--- config.mk ---
export PLATFORM = sky130hd
export DESIGN_NAME = stwt_dist
export DESIGN_NICKNAME = d
export VERILOG_FILES = /design/src/hw/rtl/sonification_time_warp_tracker_top_assert.svh /design/src/hw/rtl/stwt_pkg.sv /design/src/hw/rtl/stwt_dist.sv
export SDC_FILE = /design/constraint.sdc
export NUM_CORES = 1
export LEC_CHECK = 0
export CELL_PAD_IN_SITES_DETAIL_PLACEMENT = 1
export CELL_PAD_IN_SITES_GLOBAL_PLACEMENT = 1
export CORE_ASPECT_RATIO = 0.5
export CORE_UTILIZATION = 49
export DETAILED_ROUTE_END_ITERATION = 10
export DONT_BUFFER_PORTS = 1
export PLACE_DENSITY = 0.89
export SYNTH_ARGS = -nofsm -noshare
export SYNTH_HDL_FRONTEND = slang
export SYNTH_SLANG_ARGS = --single-unit
export TNS_END_PERCENT = 50
--- constraint.sdc ---
create_clock -name clk -period 13.67 [get_ports clk]
set_input_delay 0.6835 -clock clk [delete_from_list [all_inputs] [get_ports clk]]
set_output_delay 0.6835 -clock clk [all_outputs]
set_load 0.03 [all_outputs]
--- src/hw/rtl/sonification_time_warp_tracker_top_assert.svh ---
// ----------------------------------------------------------------------------
// Tracker assertion macros
// Shared forms for the concurrent checks of the tracker top level.
// ----------------------------------------------------------------------------
`ifndef SONIFICATION_TIME_WARP_TRACKER_TOP_ASSERT_SVH
`define SONIFICATION_TIME_WARP_TRACKER_TOP_ASSERT_SVH

// Same-cycle implication, disabled while reset is held.
`define STWT_ASSERT_IMP(label, ante, cons, msg) \
  label: assert property (@(posedge clk) disable iff (!rst_n) (ante) |-> (cons)) else $error(msg);

// Next-cycle implication, disabled while reset is held.
`define STWT_ASSERT_NXT(label, ante, cons, msg) \
  label: assert property (@(posedge clk) disable iff (!rst_n) (ante) |=> (cons)) else $error(msg);

`endif

--- src/hw/rtl/stwt_pkg.sv ---
// ----------------------------------------------------------------------------
// Tracker package
// Types, codes and constants shared by the tracker modules.
// ----------------------------------------------------------------------------
package stwt_pkg;

  typedef enum logic [3:0] {
    S_IDLE, S_READ, S_DGO, S_DWAIT, S_SAGO, S_SAWAIT, S_SBGO, S_SBWAIT,
    S_EAGO, S_EAWAIT, S_EPGO, S_EPWAIT, S_DONE
  } state_t;

  // Row under evaluation
  typedef enum logic [1:0] {PH_CUR, PH_LAST, PH_PREV, PH_NEXT} phase_t;

  typedef enum logic [1:0] {
    REG_MODEL_LENGTH, REG_AMP_RATE, REG_PITCH_RATE, REG_WARMUP
  } reg_idx_t;

  localparam logic REQ_LOAD   = 1'b0;
  localparam logic REQ_SAMPLE = 1'b1;

  // Handshake status of an iterative unit
  typedef struct packed {
    logic busy;
    logic done;
  } unit_stat_t;

  localparam logic [8:0]  AMP_MAX   = 9'd511;
  localparam logic [12:0] PITCH_MAX = 13'd6000;
  localparam logic [12:0] PITCH_MIN = 13'd220;
  localparam logic [23:0] ARG_MAX   = 24'hFF_FFFF;
  localparam logic [31:0] EXP_BASE  = 32'hFFFF_0000;
  localparam int          EXP_STEPS = 24;

  typedef logic [EXP_STEPS-1:0][31:0] fact_tab_t;

  // Repeated squares of the base factor, exp(-2^i / 65536) in Q0.32
  function automatic fact_tab_t exp_table();
    fact_tab_t  t;
    logic [63:0] f;
    f = {32'd0, EXP_BASE};
    for (int i = 0; i < EXP_STEPS; i++) begin
      t[i] = f[31:0];
      f = (f * f) >> 32;
    end
    return t;
  endfunction

endpackage

--- src/hw/rtl/stwt_dist.sv ---
// ----------------------------------------------------------------------------
// Squared distance unit
// Accumulate squared component differences, one component a cycle.
// ----------------------------------------------------------------------------
module stwt_dist
  import stwt_pkg::*;
#(
  parameter int CB = 16,
  parameter int MW = 17,
  parameter int SW = 36
) (
  input  logic                clk,
  input  logic                rst_n,
  input  logic                start,
  input  logic [7:0][CB-1:0]  q,
  input  logic [7:0][CB-1:0]  row,
  output unit_stat_t          stat,
  output logic [SW-1:0]       acc_a,
  output logic [SW-1:0]       acc_b
);

  logic          busy_r, busy_nxt, done_r, done_nxt;
  logic [2:0]    k_r, k_nxt;
  logic [SW-1:0] acc_a_r, acc_a_nxt, acc_b_r, acc_b_nxt;
  logic signed [CB:0] diff;
  logic [CB:0]   mag;
  logic [MW-1:0] mag_s;
  logic [2*MW-1:0] sq;

  always_comb begin
    diff  = $signed({q[k_r][CB-1], q[k_r]}) - $signed({row[k_r][CB-1], row[k_r]});
    mag   = diff[CB] ? (CB+1)'(-diff) : diff;
    mag_s = (33'(mag) > 33'h3FFF_FFFF) ? '1 : mag[MW-1:0];
    sq    = mag_s * mag_s;
  end

  always_comb begin
    busy_nxt  = busy_r;
    done_nxt  = 1'b0;
    k_nxt     = k_r;
    acc_a_nxt = acc_a_r;
    acc_b_nxt = acc_b_r;
    if (start) begin
      busy_nxt  = 1'b1;
      k_nxt     = 3'd0;
      acc_a_nxt = '0;
      acc_b_nxt = '0;
    end else if (busy_r) begin
      if (!k_r[2]) begin
        acc_a_nxt = acc_a_r + SW'(sq);
      end else begin
        acc_b_nxt = acc_b_r + SW'(sq);
      end
      k_nxt = k_r + 3'd1;
      if (k_r == 3'd7) begin
        busy_nxt = 1'b0;
        done_nxt = 1'b1;
      end
    end
  end

  always_ff @(posedge clk) begin
    if (!rst_n) begin
      busy_r <= 1'b0;
      done_r <= 1'b0;
      k_r    <= 3'd0;
    end else begin
      busy_r <= busy_nxt;
      done_r <= done_nxt;
      k_r    <= k_nxt;
    end
    acc_a_r <= acc_a_nxt;
    acc_b_r <= acc_b_nxt;
  end

  assign stat  = '{busy: busy_r, done: done_r};
  assign acc_a = acc_a_r;
  assign acc_b = acc_b_r;

endmodule

==> flow_summary.toml <==
[worst_hold_path]
worst_hold_path_type = "input port to flop"

[clock_tree]
htree_num_levels = 3
cts_buffers = 9
post_cts_buffers = 0
ctsHoldBuffers = 0
cts_resized = 0
tritoncts = "done"
clk_pin_slew_ns = 0.07
root_buffer = "clkbuf_16"
cts_max_path_buffers = 2
clkLatencyLatePin_ns = 0.36
clkSinkCount = 77

[timing]
max_slew_margin_pct = 47.35
setup_viol_count_final = 0
grt_setup_unrepaired = "false"
fmax_mhz = 77.38
layout_min_cycle_time_ns = 12.92
finalClockSkew_ns = 0.01016
fin_tns_setup_ns = 0
worst_pin_slew_ns = 0.7831
period_share_pct = 94.53
finalMaxSlewViolations = 0
hold_viol = 0

[placed_design]
place_congestion = 1.093
hpwl_microns = 53390
io_buffers = 0

[yosys]
synth_xor_area_share_pct = 5.372
ys_types = 80
synth_compound_area_share_pct = 15.29
netlist.top_cell.by_area = "fa_1"
synth_top_family_by_area = "adder cells"
yosys.area.top_type_share_pct = 22.55
seq_area_frac_synth_pct = 9.042
muxShareOfSynthArea_pct = 10.99
ys_ff_latch = 77
synth-adder-area-share_pct = 36.86
async_reset_ff_share_pct = 0
synth_edf_count = 0
yosys_warnings = 0
synth_simple_gate_area_share_pct = 13.90
synth_area_leaders = "fa_1, ha_1, dfxtp_1, mux4_2, inv_1"
synthCells = 1986
synthFlopType = "dfxtp_1"
avgSynthCellArea_sq_um = 8.585
syn_area_sq_mm = 0.01705

[cells_and_area]
multiInputGateArea_sq_mm = 0.01412
area_growth_pct = 6.377
regArea_sq_mm = 0.001548
final_net_count = 2615
fill_cells = 4111
drive_gt1_share_pct = 8.105

[detailed_routing]
routed_wl_microns = 63670
drtIter0Drc = 931
ant_nets = 0
vias = 15410
first_pass_iters = 6
wire_per_inst_microns = 25.41
via_per_inst = 6.149
drc = 0

[die]
die_w_microns = 265.8
die_y_microns = 133.9
rows = 47
start_util_pct = 50.68
die-area_sq_mm = 0.03559
core_area_sq_mm = 0.03364
pin_count = 333

[critical_path]
startpoint_type = "flop"
max_stage_delay_ns = 0.72
critical_path_class = "flop to flop"
crit_top_cell = "fa_1"
cp_slowest_cell = "dfxtp_4"
worst_setup_path_end_kind = "flop"
path_buf_inv = 5
cp_top_family = "adder cells"
crit_required_ns = 13.92
crit_arrival_ns = 13.17
worst-path-max-fanout = 32

[grt]
grt_pass1_wl_microns = 94840
antenna_found_initial = 64
grt_max_degree = 75
track_usage_pct = 35.45
grt_overflow = 0
grt_pass1_vias = 16420

[status]
outcome = "finished clean"

[job]
cap_violations = 0
==> flip-flops by register name, indices dropped and copies added (netlist names) <==
signal / flops
done_r: 1
acc_a: 36
busy_r: 1
k_r: 3
acc_b: 36
==> worst paths after layout <==
path / from / end / slack [ns] / cells past startpoint
setup / recovery: k_r[0] / acc_b[34] / 0.75 / 41
hold / removal: start / acc_a[23] / 0.39 / 1
setup reg to reg: k_r[0] / acc_b[34] / 0.75 / 41
hold reg to reg: acc_a[17] / acc_a[17] / 0.62 / 2
==> cell families after synthesis <==
kind of cell | count (synthesis)
xor gates and xnor gates | 103
other | 2
muxes | 105
buffers and inverters | 380
adders and majority gates | 387
DFF | 77
AOI/OAI and AO/OA | 407
and+or+nand+nor | 525
==> synthesized netlist by cell type, drive strengths merged (15+ instances only) <==
| cell | count |
|---|---|
| nor3 | 16 |
| and3 | 16 |
| o21ai | 57 |
| inv | 308 |
| dfxtp | 77 |
| xnor2 | 65 |
| buf | 15 |
| mux2i | 24 |
| nand2b | 19 |
| o21bai | 17 |
| a21oi | 154 |
| fa | 192 |
| nand3 | 31 |
| a21o | 60 |
| clkbuf | 52 |
| xor2 | 37 |
| ha | 195 |
| nor2 | 137 |
| nand2 | 225 |
| mux4 | 64 |
| a211oi | 22 |
| mux2 | 17 |
| or3 | 15 |
==> cells in the final DEF (no fill, tap or decap), types with 4 or more instances in the layout <==
master     instances
and3_1            16
mux2_2            17
a211oi_1          22
and2_1            11
a21oi_1          153
xnor2_1           65
o21bai_1          17
a31oi_1            8
a21o_1            60
dfxtp_1           74
inv_1            307
a2111o_1           4
clkbuf_16          9
or3_1             15
nor2b_1            9
diode_2           67
ha_1             195
a31o_2             8
conb_1            12
buf_4             28
nand2b_1          19
nor2_1           136
nor3_1            16
mux2i_1           23
o21a_1            13
o31ai_1            7
a211o_1            4
nand4_1           13
a21boi_0           5
fa_1             192
clkinv_1           5
xor2_1            35
or2_2             12
nand3_1           31
o211ai_1          10
mux4_2            64
nand2_1          225
o21ai_0           56
==> metal layers <==
metal	share of wire, %	GRT usage [%]	vias to the layer above	routed length [microns]
li1	-	-	6750	-
met3	5.9	5.893	251	3780
met1	36	38.31	7773	22790
met2	49	61.85	636	31030
met5	0	0	-	0
met4	9.5	29.37	0	6074
==> stage by stage <==
stage	hold slack (ns)	instance area, sq um	worst slack, ns	instances	utilization [%]
finish	0.3913	18140	0.7472	2506	53.92
CTS	0.3883	17940	0.3887	2439	53.34
floorplan	0.5840	17090	1.494	1996	-
detailed placement	0.6183	17630	0.4511	2423	52.41
global route	0.3861	18110	0.01540	2495	53.84
global placement	0.6041	17630	0.7239	2423	52.41
==> area by class of cell <==
type | count | area share (%)
repair buffers | 29 | 1.269
diodes | 67 | 0.9245
flip-flops and latches | 77 | 8.534
clock buffers | 13 | 1.490
multi-input cells | 1539 | 77.86
clock inverters | 3 | 0.2346
well taps | 465 | 3.208
inverters | 313 | 6.478
Power is left out: the tool's default activity adds up to more than one toggle a clock period on the data nets, which glitch-free logic cannot reach.
