$ cat config.mk
export PLATFORM = sky130hd
export DESIGN_NAME = stwt_isqrt
export DESIGN_NICKNAME = d
export VERILOG_FILES = /design/src/hw/rtl/sonification_time_warp_tracker_top_assert.svh /design/src/hw/rtl/stwt_pkg.sv /design/src/hw/rtl/stwt_isqrt.sv
export SDC_FILE = /design/constraint.sdc
export NUM_CORES = 1
export LEC_CHECK = 0
export BUFFER_PORTS_ARGS = -buffer_cell sky130_fd_sc_hd__buf_2
export CORE_MARGIN = 5
export CORE_UTILIZATION = 30
export DETAILED_ROUTE_END_ITERATION = 8
export GPL_ROUTABILITY_DRIVEN = 0
export PLACE_DENSITY = 0.5
export SYNTH_ARGS = -nofsm -noshare
export SYNTH_HDL_FRONTEND = slang
export SYNTH_SLANG_ARGS = --single-unit
$ cat constraint.sdc
create_clock -name clk -period 2.4 [get_ports clk]
set_input_delay 0.6 -clock clk [delete_from_list [all_inputs] [get_ports clk]]
set_output_delay 0.6 -clock clk [all_outputs]
set_load 0.005 [all_outputs]
$ cat src/hw/rtl/sonification_time_warp_tracker_top_assert.svh
// ----------------------------------------------------------------------------
// Tracker assertion macros
// Shared forms for the concurrent checks of the tracker top level.
// ----------------------------------------------------------------------------
`ifndef SONIFICATION_TIME_WARP_TRACKER_TOP_ASSERT_SVH
`define SONIFICATION_TIME_WARP_TRACKER_TOP_ASSERT_SVH

// Same-cycle implication, disabled while reset is held.
`define STWT_ASSERT_IMP(label, ante, cons, msg) \
  label: assert property (@(posedge clk) disable iff (!rst_n) (ante) |-> (cons)) else $error(msg);

// Next-cycle implication, disabled while reset is held.
`define STWT_ASSERT_NXT(label, ante, cons, msg) \
  label: assert property (@(posedge clk) disable iff (!rst_n) (ante) |=> (cons)) else $error(msg);

`endif

$ cat src/hw/rtl/stwt_pkg.sv
// ----------------------------------------------------------------------------
// Tracker package
// Types, codes and constants shared by the tracker modules.
// ----------------------------------------------------------------------------
package stwt_pkg;

  typedef enum logic [3:0] {
    S_IDLE, S_READ, S_DGO, S_DWAIT, S_SAGO, S_SAWAIT, S_SBGO, S_SBWAIT,
    S_EAGO, S_EAWAIT, S_EPGO, S_EPWAIT, S_DONE
  } state_t;

  // Row under evaluation
  typedef enum logic [1:0] {PH_CUR, PH_LAST, PH_PREV, PH_NEXT} phase_t;

  typedef enum logic [1:0] {
    REG_MODEL_LENGTH, REG_AMP_RATE, REG_PITCH_RATE, REG_WARMUP
  } reg_idx_t;

  localparam logic REQ_LOAD   = 1'b0;
  localparam logic REQ_SAMPLE = 1'b1;

  // Handshake status of an iterative unit
  typedef struct packed {
    logic busy;
    logic done;
  } unit_stat_t;

  localparam logic [8:0]  AMP_MAX   = 9'd511;
  localparam logic [12:0] PITCH_MAX = 13'd6000;
  localparam logic [12:0] PITCH_MIN = 13'd220;
  localparam logic [23:0] ARG_MAX   = 24'hFF_FFFF;
  localparam logic [31:0] EXP_BASE  = 32'hFFFF_0000;
  localparam int          EXP_STEPS = 24;

  typedef logic [EXP_STEPS-1:0][31:0] fact_tab_t;

  // Repeated squares of the base factor, exp(-2^i / 65536) in Q0.32
  function automatic fact_tab_t exp_table();
    fact_tab_t  t;
    logic [63:0] f;
    f = {32'd0, EXP_BASE};
    for (int i = 0; i < EXP_STEPS; i++) begin
      t[i] = f[31:0];
      f = (f * f) >> 32;
    end
    return t;
  endfunction

endpackage

$ cat src/hw/rtl/stwt_isqrt.sv
// ----------------------------------------------------------------------------
// Integer square root
// Restoring digit recurrence, one result bit a cycle.
// ----------------------------------------------------------------------------
module stwt_isqrt
  import stwt_pkg::*;
#(
  parameter int SW = 36
) (
  input  logic              clk,
  input  logic              rst_n,
  input  logic              start,
  input  logic [SW-1:0]     value,
  output unit_stat_t        stat,
  output logic [SW/2-1:0]   root
);

  localparam int RW = SW / 2;
  localparam int CNTW = $clog2(RW + 1);

  logic            busy_r, busy_nxt, done_r, done_nxt;
  logic [CNTW-1:0] cnt_r, cnt_nxt;
  logic [SW-1:0]   val_r, val_nxt;
  logic [RW:0]     rem_r, rem_nxt;
  logic [RW-1:0]   root_r, root_nxt;
  logic [RW+2:0]   rem_cat, trial, rem_sub;

  always_comb begin
    rem_cat = {rem_r, val_r[SW-1:SW-2]};
    trial   = {1'b0, root_r, 2'b01};
    rem_sub = rem_cat - trial;
  end

  always_comb begin
    busy_nxt = busy_r;
    done_nxt = 1'b0;
    cnt_nxt  = cnt_r;
    val_nxt  = val_r;
    rem_nxt  = rem_r;
    root_nxt = root_r;
    if (start) begin
      busy_nxt = 1'b1;
      cnt_nxt  = '0;
      val_nxt  = value;
      rem_nxt  = '0;
      root_nxt = '0;
    end else if (busy_r) begin
      val_nxt = {val_r[SW-3:0], 2'b00};
      if (rem_cat >= trial) begin
        rem_nxt  = rem_sub[RW:0];
        root_nxt = {root_r[RW-2:0], 1'b1};
      end else begin
        rem_nxt  = rem_cat[RW:0];
        root_nxt = {root_r[RW-2:0], 1'b0};
      end
      cnt_nxt = cnt_r + 1'b1;
      if (cnt_r == CNTW'(RW - 1)) begin
        busy_nxt = 1'b0;
        done_nxt = 1'b1;
      end
    end
  end

  always_ff @(posedge clk) begin
    if (!rst_n) begin
      busy_r <= 1'b0;
      done_r <= 1'b0;
      cnt_r  <= '0;
    end else begin
      busy_r <= busy_nxt;
      done_r <= done_nxt;
      cnt_r  <= cnt_nxt;
    end
    val_r  <= val_nxt;
    rem_r  <= rem_nxt;
    root_r <= root_nxt;
  end

  assign stat = '{busy: busy_r, done: done_r};
  assign root = root_r;

endmodule

==> results by group <==
Layout
  • Area grow syn2layout: 37.1%
  • Commonest cells after routing, fill and taps aside: buf_4, buf_2, nor2_1
  • # nets final: slightly above 600
  • Layout cells sized above 1: 0.448
  • Ant diodes: 0
  • Commonest non-fill, non-tap cell in the layout: buf_4

Setup path
  • Critical-path cell list: inv_2, ha_4, nand4_4, or4_4, o211ai_2, o211a_4, nor2_4, buf_6, a211o_1, a311oi_2
  • Crit end category: flip-flop
  • Critical path depth: 10
  • Critical Path AT: around 2.7 ns
  • CP max stage cell: or4_4
  • Worst path top cell family by delay: compound AO/OA/AOI/OAI gates
  • Worst Path Max Fanout: 7
  • Crit Path Class: reg2reg
  • Critical path's largest stage delay: 0.52 ns
  • CP required: between 2 and 3 ns
  • CP Buf/Inv Count: 2
  • CP startpoint kind: flip-flop
  • Register-to-Register Path Depth: 10

STA
  • Final min period: 2.38 ns
  • Final hold violation count: 0
  • Slew @ Worst Pin: about 0.54 ns
  • Slew Viols, Final: 0
  • Final Worst Setup Slack: roughly 0.016 ns
  • Worst slew margin: 0.640
  • RSZ-0062 raised after global routing: yes
  • Setup TNS: 0 ns
  • FMAX: roughly 420 MHz
  • Period Utilization, post-route: 0.993
  • Final setup violation count: 0
  • Post-Route Skew: roughly 0.0075 ns

Global routing
  • Antenna violations before repair: 0
  • Global-route wire length before repair: around 18000 µm
  • Tot GR Track Use: 0.134
  • Largest net degree at the start of global routing: 37
  • Vias in the first global route: around 3.6k
  • Congestion Overflow GR: 0

Drt
  • DRC violations left: 0
  • WL/cell: 15.0 µm
  • Drt initial violations: approximately 190
  • DR pass1 iterations: 4
  • Routed Antenna Nets: 0
  • Via density: slightly below 5
  • Routed WL: roughly 11000 µm
  • Via count: 3566

Min path
  • Hold depth: 2
  • Hold Path Class: in2reg

Logic synthesis
  • Synthesized area: 4320 µm²
  • Post-synth top flop: dfxtp_1
  • Post-synthesis mux area share: 0.151
  • Adder-cell share of the synthesized area: 0.0637
  • Main combinational cell family by area after synthesis: multiplexers
  • Synth Area in Simple Gates: 0.113
  • Sequential share of the synthesized area: 0.454
  • Syn. warnings: 0
  • Ys async rst share: 0
  • Mapped Avg Cell Area: 10.5 µm²
  • Synth Area in Compound Gates: 0.139
  • Post-synth EDFFs: 36
  • Syn nets: about 470
  • Post-synthesis xor/xnor area fraction: 0.0345
  • Mapped Cells: a little over 400
  • Synth Register Bits: 80
  • Netlist cell types: 61

Clock tree
  • Clock Root Buffer: clkbuf_16
  • CTS Buf Count: 9
  • Clk pin slew, worst setup/hold paths: 0.07 ns
  • Clock sink count: 80
  • Hold Buf Count CTS: 0
  • Max H-tree Level: 3
  • CTS tree: yes
  • Clk Latency, worst-skew pair: approximately 0.35 ns
  • CTS Buffer Depth: 2

Floorplan
  • Floorplan row count: between 40 and 50
  • Initial Util: 0.309
  • Core Region: between 10000 and 15000 µm²
  • I/O Pins: 59
  • Chip Width: between 100 and 150 µm
  • Die Ht: ~130 µm
  • Die area: 16900 µm²

Pwr
  • Total design power: approximately 7600 µW
  • Pwr dens: between 1000 and 1500 nW/µm²
  • Pleak: approximately 0.0025 µW
  • Peak supply drop: roughly 570 µV

Placement
  • Pre-CTS setup slack: -0.129 ns
  • I/O Buffers: a little under 60
  • DP Wirelength: about 8000 µm

Outcome
  • Status: finished, final reports clean

Run
  • Maxcap violations: 0
==> cells by family (layout without fill, tap and decap cells) <==
| logic type | Yosys count | count (layout) |
|---|---|---|
| muxes | 61 | 61 |
| DFF | 80 | 80 |
| xor gates and xnor gates | 17 | 17 |
| and+or+nand+nor | 103 | 103 |
| AOI/OAI and AO/OA | 82 | 82 |
| adders and majority gates | 22 | 22 |
| buffers and inverters | 45 | 184 |
==> metrics by stage <==
stage	utilization	instance area, µm²	hold WS [ns]	instances
3_5_place_dp	0.383	5360	0.467	708
6_report	0.424	5930	0.484	729
2_1_floorplan	-	4350	0.436	410
5_1_grt	0.424	5930	0.490	729
4_1_cts	0.417	5830	0.475	727
3_3_place_gp	0.383	5360	0.467	708
==> cell usage after synthesis, types with 3 or more instances <==
library cell | number | share of area
nand3_1 | 5 | 0.0058
clkbuf_1 | 5 | 0.0043
o21ai_0 | 19 | 0.022
a21o_1 | 4 | 0.0069
edfxtp_1 | 36 | 0.25
buf_1 | 8 | 0.0069
ha_1 | 22 | 0.064
nand2b_1 | 3 | 0.0043
a211oi_1 | 10 | 0.017
nand2_1 | 18 | 0.016
xor2_1 | 6 | 0.012
nor2_1 | 48 | 0.042
a32oi_1 | 6 | 0.012
mux2_2 | 35 | 0.091
nor3_1 | 7 | 0.0081
mux2i_1 | 26 | 0.060
nor4_1 | 3 | 0.0043
o21a_1 | 4 | 0.0069
a21oi_1 | 9 | 0.010
or4_1 | 3 | 0.0052
inv_1 | 27 | 0.023
dfxtp_1 | 44 | 0.20
xnor2_1 | 11 | 0.022
==> path summary, 6_finish.rpt <==
| check | from | to | slack, ns |
|---|---|---|---|
| setup reg to reg | root[10]$_SDFFE_PP0P_ | rem_r[4]$_SDFFE_PP0P_ | 0.02 |
| hold reg to reg | rem_r[17]$_SDFFE_PP0P_ | rem_r[17]$_SDFFE_PP0P_ | 0.50 |
| hold / removal | rst_n | busy_r$_SDFF_PN0_ | 0.48 |
| setup / recovery | root[10]$_SDFFE_PP0P_ | rem_r[4]$_SDFFE_PP0P_ | 0.02 |
==> sequential cells by signal, indices dropped and copies added, names as in the netlist <==
register / cells
root: 18
val_r: 36
busy_r: 1
cnt_r: 5
rem_r: 19
done_r: 1
==> what timing repair did <==
item | CTS | global route
gates resized for setup | 29 | 22
pin swaps | 11 | 13
gates cloned | 0 | 0
setup buffers | 3 | 2
setup endpoints to repair | 12 | 18
==> routing by layer <==
layer	GRT usage	part of all wire	wire, µm	up-vias
met5	0	0	0	-
met4	0.0593	0.023	255	0
met3	0.0360	0.043	467	18
met2	0.209	0.47	5130	73
met1	0.174	0.46	5060	1697
li1	-	-	-	1778
==> power by group <==
group          internal (µW)  switching (µW)
registers               1620             130
clock network            710             602
logic                   2430            2090
==> area by class of cell <==
class / instances / area (µm²)
multi-input cells: 285 / 2420
repair buffers: 141 / 925
inverters: 27 / 101
fillers: 1378 / 8060
clock buffers: 9 / 225
clock inverters: 7 / 52.6
flip-flops and latches: 80 / 1970
well taps: 180 / 225
Note: power is estimated with default switching activity, not from simulation.
