===== config.mk =====
export PLATFORM = sky130hd
export DESIGN_NAME = stwt_exp
export DESIGN_NICKNAME = d
export VERILOG_FILES = /design/src/hw/rtl/sonification_time_warp_tracker_top_assert.svh /design/src/hw/rtl/stwt_pkg.sv /design/src/hw/rtl/stwt_exp.sv
export SDC_FILE = /design/constraint.sdc
export NUM_CORES = 2
export LEC_CHECK = 0
export BUFFER_PORTS_ARGS = -buffer_cell sky130_fd_sc_hd__buf_2
export CAP_MARGIN = 0
export CORE_ASPECT_RATIO = 2
export CORE_MARGIN = 4
export CORE_UTILIZATION = 67
export CTS_CLUSTER_SIZE = 16
export DETAILED_ROUTE_END_ITERATION = 7
export PLACE_DENSITY_LB_ADDON = 0.3
export RECOVER_POWER = 100
export SETUP_SLACK_MARGIN = 0.1
export SLEW_MARGIN = 20
export SYNTH_ARGS = -nofsm -noshare
export SYNTH_HDL_FRONTEND = slang
export SYNTH_SLANG_ARGS = --single-unit

===== constraint.sdc =====
create_clock -name clk -period 14 [get_ports clk]
set_clock_uncertainty 0.2 [all_clocks]
set_input_delay 1.4 -clock clk [delete_from_list [all_inputs] [get_ports clk]]
set_output_delay 1.4 -clock clk [all_outputs]
set_load 0.1 [all_outputs]

===== src/hw/rtl/sonification_time_warp_tracker_top_assert.svh =====
// ----------------------------------------------------------------------------
// Tracker assertion macros
// Shared forms for the concurrent checks of the tracker top level.
// ----------------------------------------------------------------------------
`ifndef SONIFICATION_TIME_WARP_TRACKER_TOP_ASSERT_SVH
`define SONIFICATION_TIME_WARP_TRACKER_TOP_ASSERT_SVH

// Same-cycle implication, disabled while reset is held.
`define STWT_ASSERT_IMP(label, ante, cons, msg) \
  label: assert property (@(posedge clk) disable iff (!rst_n) (ante) |-> (cons)) else $error(msg);

// Next-cycle implication, disabled while reset is held.
`define STWT_ASSERT_NXT(label, ante, cons, msg) \
  label: assert property (@(posedge clk) disable iff (!rst_n) (ante) |=> (cons)) else $error(msg);

`endif


===== src/hw/rtl/stwt_pkg.sv =====
// ----------------------------------------------------------------------------
// Tracker package
// Types, codes and constants shared by the tracker modules.
// ----------------------------------------------------------------------------
package stwt_pkg;

  typedef enum logic [3:0] {
    S_IDLE, S_READ, S_DGO, S_DWAIT, S_SAGO, S_SAWAIT, S_SBGO, S_SBWAIT,
    S_EAGO, S_EAWAIT, S_EPGO, S_EPWAIT, S_DONE
  } state_t;

  // Row under evaluation
  typedef enum logic [1:0] {PH_CUR, PH_LAST, PH_PREV, PH_NEXT} phase_t;

  typedef enum logic [1:0] {
    REG_MODEL_LENGTH, REG_AMP_RATE, REG_PITCH_RATE, REG_WARMUP
  } reg_idx_t;

  localparam logic REQ_LOAD   = 1'b0;
  localparam logic REQ_SAMPLE = 1'b1;

  // Handshake status of an iterative unit
  typedef struct packed {
    logic busy;
    logic done;
  } unit_stat_t;

  localparam logic [8:0]  AMP_MAX   = 9'd511;
  localparam logic [12:0] PITCH_MAX = 13'd6000;
  localparam logic [12:0] PITCH_MIN = 13'd220;
  localparam logic [23:0] ARG_MAX   = 24'hFF_FFFF;
  localparam logic [31:0] EXP_BASE  = 32'hFFFF_0000;
  localparam int          EXP_STEPS = 24;

  typedef logic [EXP_STEPS-1:0][31:0] fact_tab_t;

  // Repeated squares of the base factor, exp(-2^i / 65536) in Q0.32
  function automatic fact_tab_t exp_table();
    fact_tab_t  t;
    logic [63:0] f;
    f = {32'd0, EXP_BASE};
    for (int i = 0; i < EXP_STEPS; i++) begin
      t[i] = f[31:0];
      f = (f * f) >> 32;
    end
    return t;
  endfunction

endpackage


===== src/hw/rtl/stwt_exp.sv =====
// ----------------------------------------------------------------------------
// Negative exponential unit
// Scale the distance by the rate, then multiply in one factor a cycle.
// ----------------------------------------------------------------------------
module stwt_exp
  import stwt_pkg::*;
#(
  parameter int CB = 16,
  parameter int DW = 19
) (
  input  logic          clk,
  input  logic          rst_n,
  input  logic          start,
  input  logic [DW-1:0] dval,
  input  logic [23:0]   rate,
  output unit_stat_t    stat,
  output logic          one,
  output logic [31:0]   res
);

  localparam int        FRAC = CB - 2;
  localparam fact_tab_t FACT = exp_table();

  logic          busy_r, busy_nxt, done_r, done_nxt, one_r, one_nxt;
  logic [4:0]    cnt_r, cnt_nxt;
  logic [DW+11:0] plo_r, plo_nxt, phi;
  logic [DW+23:0] full, shifted;
  logic [23:0]   arg_r, arg_nxt;
  logic [31:0]   res_r, res_nxt;
  logic [4:0]    step;
  logic [63:0]   prod;

  always_comb begin
    phi     = dval * rate[23:12];
    full    = {phi, 12'd0} + (DW+24)'(plo_r);
    shifted = full >> FRAC;
    step    = cnt_r - 5'd2;
    prod    = res_r * FACT[step];
  end

  always_comb begin
    busy_nxt = busy_r;
    done_nxt = 1'b0;
    cnt_nxt  = cnt_r;
    plo_nxt  = plo_r;
    arg_nxt  = arg_r;
    res_nxt  = res_r;
    one_nxt  = one_r;
    if (start) begin
      busy_nxt = 1'b1;
      cnt_nxt  = 5'd0;
      one_nxt  = 1'b1;
      res_nxt  = '0;
    end else if (busy_r) begin
      cnt_nxt = cnt_r + 5'd1;
      if (cnt_r == 5'd0) begin
        plo_nxt = dval * rate[11:0];
      end else if (cnt_r == 5'd1) begin
        arg_nxt = (|shifted[DW+23:24]) ? ARG_MAX : shifted[23:0];
      end else begin
        if (arg_r[step]) begin
          one_nxt = 1'b0;
          res_nxt = one_r ? FACT[step] : prod[63:32];
        end
        if (step == 5'(EXP_STEPS - 1)) begin
          busy_nxt = 1'b0;
          done_nxt = 1'b1;
        end
      end
    end
  end

  always_ff @(posedge clk) begin
    if (!rst_n) begin
      busy_r <= 1'b0;
      done_r <= 1'b0;
      cnt_r  <= 5'd0;
    end else begin
      busy_r <= busy_nxt;
      done_r <= done_nxt;
      cnt_r  <= cnt_nxt;
    end
    plo_r <= plo_nxt;
    arg_r <= arg_nxt;
    res_r <= res_nxt;
    one_r <= one_nxt;
  end

  assign stat = '{busy: busy_r, done: done_r};
  assign one  = one_r;
  assign res  = res_r;

endmodule


==> metrics list <==
- Measured along the x axis, the die boundary spans around 210 µm.
* Clk root buf: sky130_fd_sc_hd__clkbuf_16
* Initial standard-cell utilization of the core: 0.677
* Insertion delay to the later sink of the worst-skew pair: 380 ps
- Cells along the critical path: clkbuf_1 > nand2_1 > fa_1 > inv_1 > fa_1 > fa_1 > fa_1 > fa_1 > ha_1 > nand3_1 > a2bb2oi_1 > a21oi_1 > xor2_1 > ha_1 > and4_1 > and3_1 > a32oi_1 > a21oi_1 > o2111ai_1 > nor4_1 > nand4b_1 > nor4_4 > clkbuf_1 > o22ai_1
- Post-DP HPWL: 132 mm
- The commonest cells after synthesis are 1234 x sky130_fd_sc_hd__fa_1, 1218 x sky130_fd_sc_hd__inv_1, 854 x sky130_fd_sc_hd__nand2_1.
- In this run, synthesis inferred 43 flip-flops with an integrated enable.
- Clock tree from TritonCTS: done
* Minimum clock period after layout: 11500 ps
* Std-Cell Core Area: between 70000 and 80000 µm²
- The final max-slew violation count is approximately 130.
- Remaining Overflow, GRT: 0
- Using the TritonRoute via totals, the vias-per-cell ratio works out to 6.27.
- Data required time of the worst path: roughly 14000 ps
* Boundary Pins: around 80
- Hold Vio Cnt, Final: 0
* Fraction of layout instances using a drive strength above 1: 0.0338
- Weighted congestion reported at the end of routability-driven placement: 1.05
- Via count of the first global-routing pass: between 40000 and 50000
- The floorplan has roughly 140 rows.
- Mean instance size in the synthesized netlist: 8.88 µm²
- Ranked by total cell area, the synthesized netlist is headed by sky130_fd_sc_hd__fa_1 47%, sky130_fd_sc_hd__ha_1 10%, sky130_fd_sc_hd__inv_1 8.8%, sky130_fd_sc_hd__and2_1 7.8%, sky130_fd_sc_hd__nand2_1 6.1%.
* Number of different library cells in the post-synthesis netlist: 80
- In this run, CTS created clock tree buffers numbering 9.
- Summing over every cut layer, the via total after detailed routing is around 42000.
* Final setup violating endpoints: 0
* Wire length after detailed routing: around 170 mm
- The detailed router finished its first iteration with a little over 3000 violations.
- Counting instances, the worst hold path has a depth of 1.
- In this run the most critical hold path is launched from res[12]$_SDFFE_PP0P_.
* Worst-margin pin slew: about 1900 ps
- Register bit count reported by yosys: between 80 and 90
- The synthesized netlist occupies a cell area of about 52000 µm².
* Syn_nets: roughly 7600
* Die span in y: a little over 400 µm
* Class of the tightest hold or removal check: reg2reg
- Synth warn: 0
- Overall Power: between 6 and 7 mW
- After detailed routing, the average wire length per cell comes to ~25 µm.
* # DRC: 0
- Total global-route track usage: 0.423
* Met1 Routed Length: about 44 mm
* Number of port buffers: 80
- The H-tree was split into 3 levels.
* Endpoint kind of the worst setup timing path: flop
- Post-synth ARST share: 0
* Number of cells on the worst reg-to-reg path: 29
* Reg-to-reg endpoint: res[23]$_SDFFE_PP0P_
- End point of the most critical hold path: res[12]$_SDFFE_PP0P_
- Worst vdd ir: roughly 290 µV
- Summed over all cells, the static leakage comes to around 27 nW.
- Met2 layer wire length in the routed design: between 80 and 90 mm
* CTS hold repair buffers: 0
* TNS Setup: 0 ps
- Top sig layer: met5
- Power density over cell area: about 120 nW/µm²
- Initial antenna violation count: 15
* Area overhead of the layout relative to synthesis: 2.66%
- Max-Slew Margin vs Limit: -0.280
* Worst-path clk slew: about 70 ps
- For this run, the top clock speed supported by timing is around 0.087 GHz.
* Crit path DAT: 11350 ps
- Synthesis produced ~5900 cells.
- Crit path top cell by count: sky130_fd_sc_hd__fa_1
- Most frequently used cell type in the post-synthesis netlist: sky130_fd_sc_hd__fa_1
* Number of gates resized after CTS: 0
- The final layout contains around 7400 nets.
- Once detail routing completed, the nets flagged for antenna violations numbered 0.
- Cell type with the highest aggregate area in the netlist: sky130_fd_sc_hd__fa_1
- In this run the worst path has a maximum fanout of 24.
* Reg2reg start: cnt_r[2]$_SDFFE_PP0P_
- Counting every sink on the clock net gives 83.
- Register-to-Register Setup Slack: 2540 ps
* Share of the cycle needed by the critical path after routing: 0.821
* Maximum number of pins on one net before global-route repair: 68
- Setup repair after global routing left no endpoint under its margin.
- The slowest stage of the critical path belongs to the cell sky130_fd_sc_hd__clkbuf_1.
- Sum of met3 wire segment lengths after detailed routing: ~13 mm
- After clock tree synthesis, the setup repair step added 0 buffers.
- The number of buffers and inverters on the critical path is 3.
- Among cell families on the critical path, the largest total delay comes from adder cells.
- Full die area: a little over 80000 µm²
* Clock buffer depth: 2
- The first global-routing pass estimated around 260 mm of wire.
* Max_cap viols: 4
- In the synthesized netlist the dominant register cell turns out to be sky130_fd_sc_hd__edfxtp_1.
- Setup CP Type: in2reg
* Violations in the final reports: max-capacitance violations, max-slew violations
* Result of the run: complete, but fails checks
- Detailed Routing Iterations Pass 1: 6
* Share of the synthesized area in the top cell type: 0.474
* Largest stage delay on the critical path: ~1100 ps
- Portion of the post-synthesis area used by sequential elements: 0.0401
- The worst setup path is launched from a primary input.
## cells in the final DEF (no fill, tap or decap), drive strengths merged, types with 7 or more instances in the layout
| cell | n |
|---|---|
| a211oi | 24 |
| a21o | 47 |
| a21oi | 148 |
| a31oi | 24 |
| and2 | 653 |
| and3 | 74 |
| buf | 125 |
| clkbuf | 48 |
| dfxtp | 40 |
| diode | 7 |
| edfxtp | 43 |
| fa | 1234 |
| ha | 425 |
| inv | 1222 |
| mux2i | 19 |
| mux4 | 8 |
| nand2 | 854 |
| nand2b | 25 |
| nand3 | 58 |
| nand4 | 25 |
| nor2 | 93 |
| nor2b | 77 |
| nor3 | 32 |
| nor4 | 12 |
| o211ai | 20 |
| o21a | 21 |
| o21ai | 124 |
| o21bai | 12 |
| o22ai | 13 |
| o31ai | 17 |
| or3 | 9 |
| xnor2 | 54 |
| xor2 | 28 |
## sequential cells by signal (all words and copies together), names as in the netlist
| register | cells |
|---|---|
| arg_r | 24 |
| plo_r | 19 |
| cnt_r | 5 |
| one | 1 |
| done_r | 1 |
| busy_r | 1 |
| res | 32 |
## power by group
group	internal (mW)	switching, mW	total, mW	leakage (nW)
combinational	2.01	3.75	5.76	26.3
sequential	0.379	0.0105	0.389	0.750
clock	0.123	0.121	0.244	0.138
## layout make-up
cell class	instances	area (µm²)
well taps	1022	1280
diodes	7	17.5
repair buffers	164	980
fillers	6182	23600
clock buffers	9	225
clock inverters	7	58.8
flip-flops and latches	83	2090
multi-input cells	4230	44300
inverters	1219	4580
## how the worst max path moves through the flow
stage,startpoint,to,slack [ps],cells after the start
global route,cnt_r[2]$_SDFFE_PP0P_,res[23]$_SDFFE_PP0P_,1780,31
detailed placement,cnt_r[2]$_SDFFE_PP0P_,res[23]$_SDFFE_PP0P_,3430,26
CTS,cnt_r[2]$_SDFFE_PP0P_,res[23]$_SDFFE_PP0P_,3400,26
global placement,cnt_r[1]$_SDFFE_PP0P_,res[23]$_SDFFE_PP0P_,3590,31
finish,dval[4],arg_r[17]$_SDFFCE_PP1P_,2500,24
floorplan,cnt_r[1]$_SDFFE_PP0P_,res[23]$_SDFFE_PP0P_,4390,33
## logic make-up after synthesis
logic type	after synthesis	synth area share
simple gates	1934	0.186
mux	29	0.00753
buf+inv	1561	0.113
fa+ha+maj	1659	0.575
compound gates	526	0.0644
flops	83	0.0401
xor+xnor	82	0.0139
## per-stage QoR
step           cells   util  setup WS [ps]  hold slack, ps  cell area (µm²)
2_1_floorplan   5874      -           4390             458            52200
3_3_place_gp    6718  0.692           3590             282            53300
3_5_place_dp    6718  0.692           3430             292            53300
4_1_cts         6734  0.695           3400             307            53600
5_1_grt         6736  0.694           1780             320            53500
6_report        6741  0.695           2500             310            53600
## routing by layer
layer,vias up,global-route usage
met1,21000,0.372
li1,17400,-
met3,1376,0.0946
met4,10,0.468
met5,-,0
met2,2501,0.733
Power figures use the tool's default switching activity.
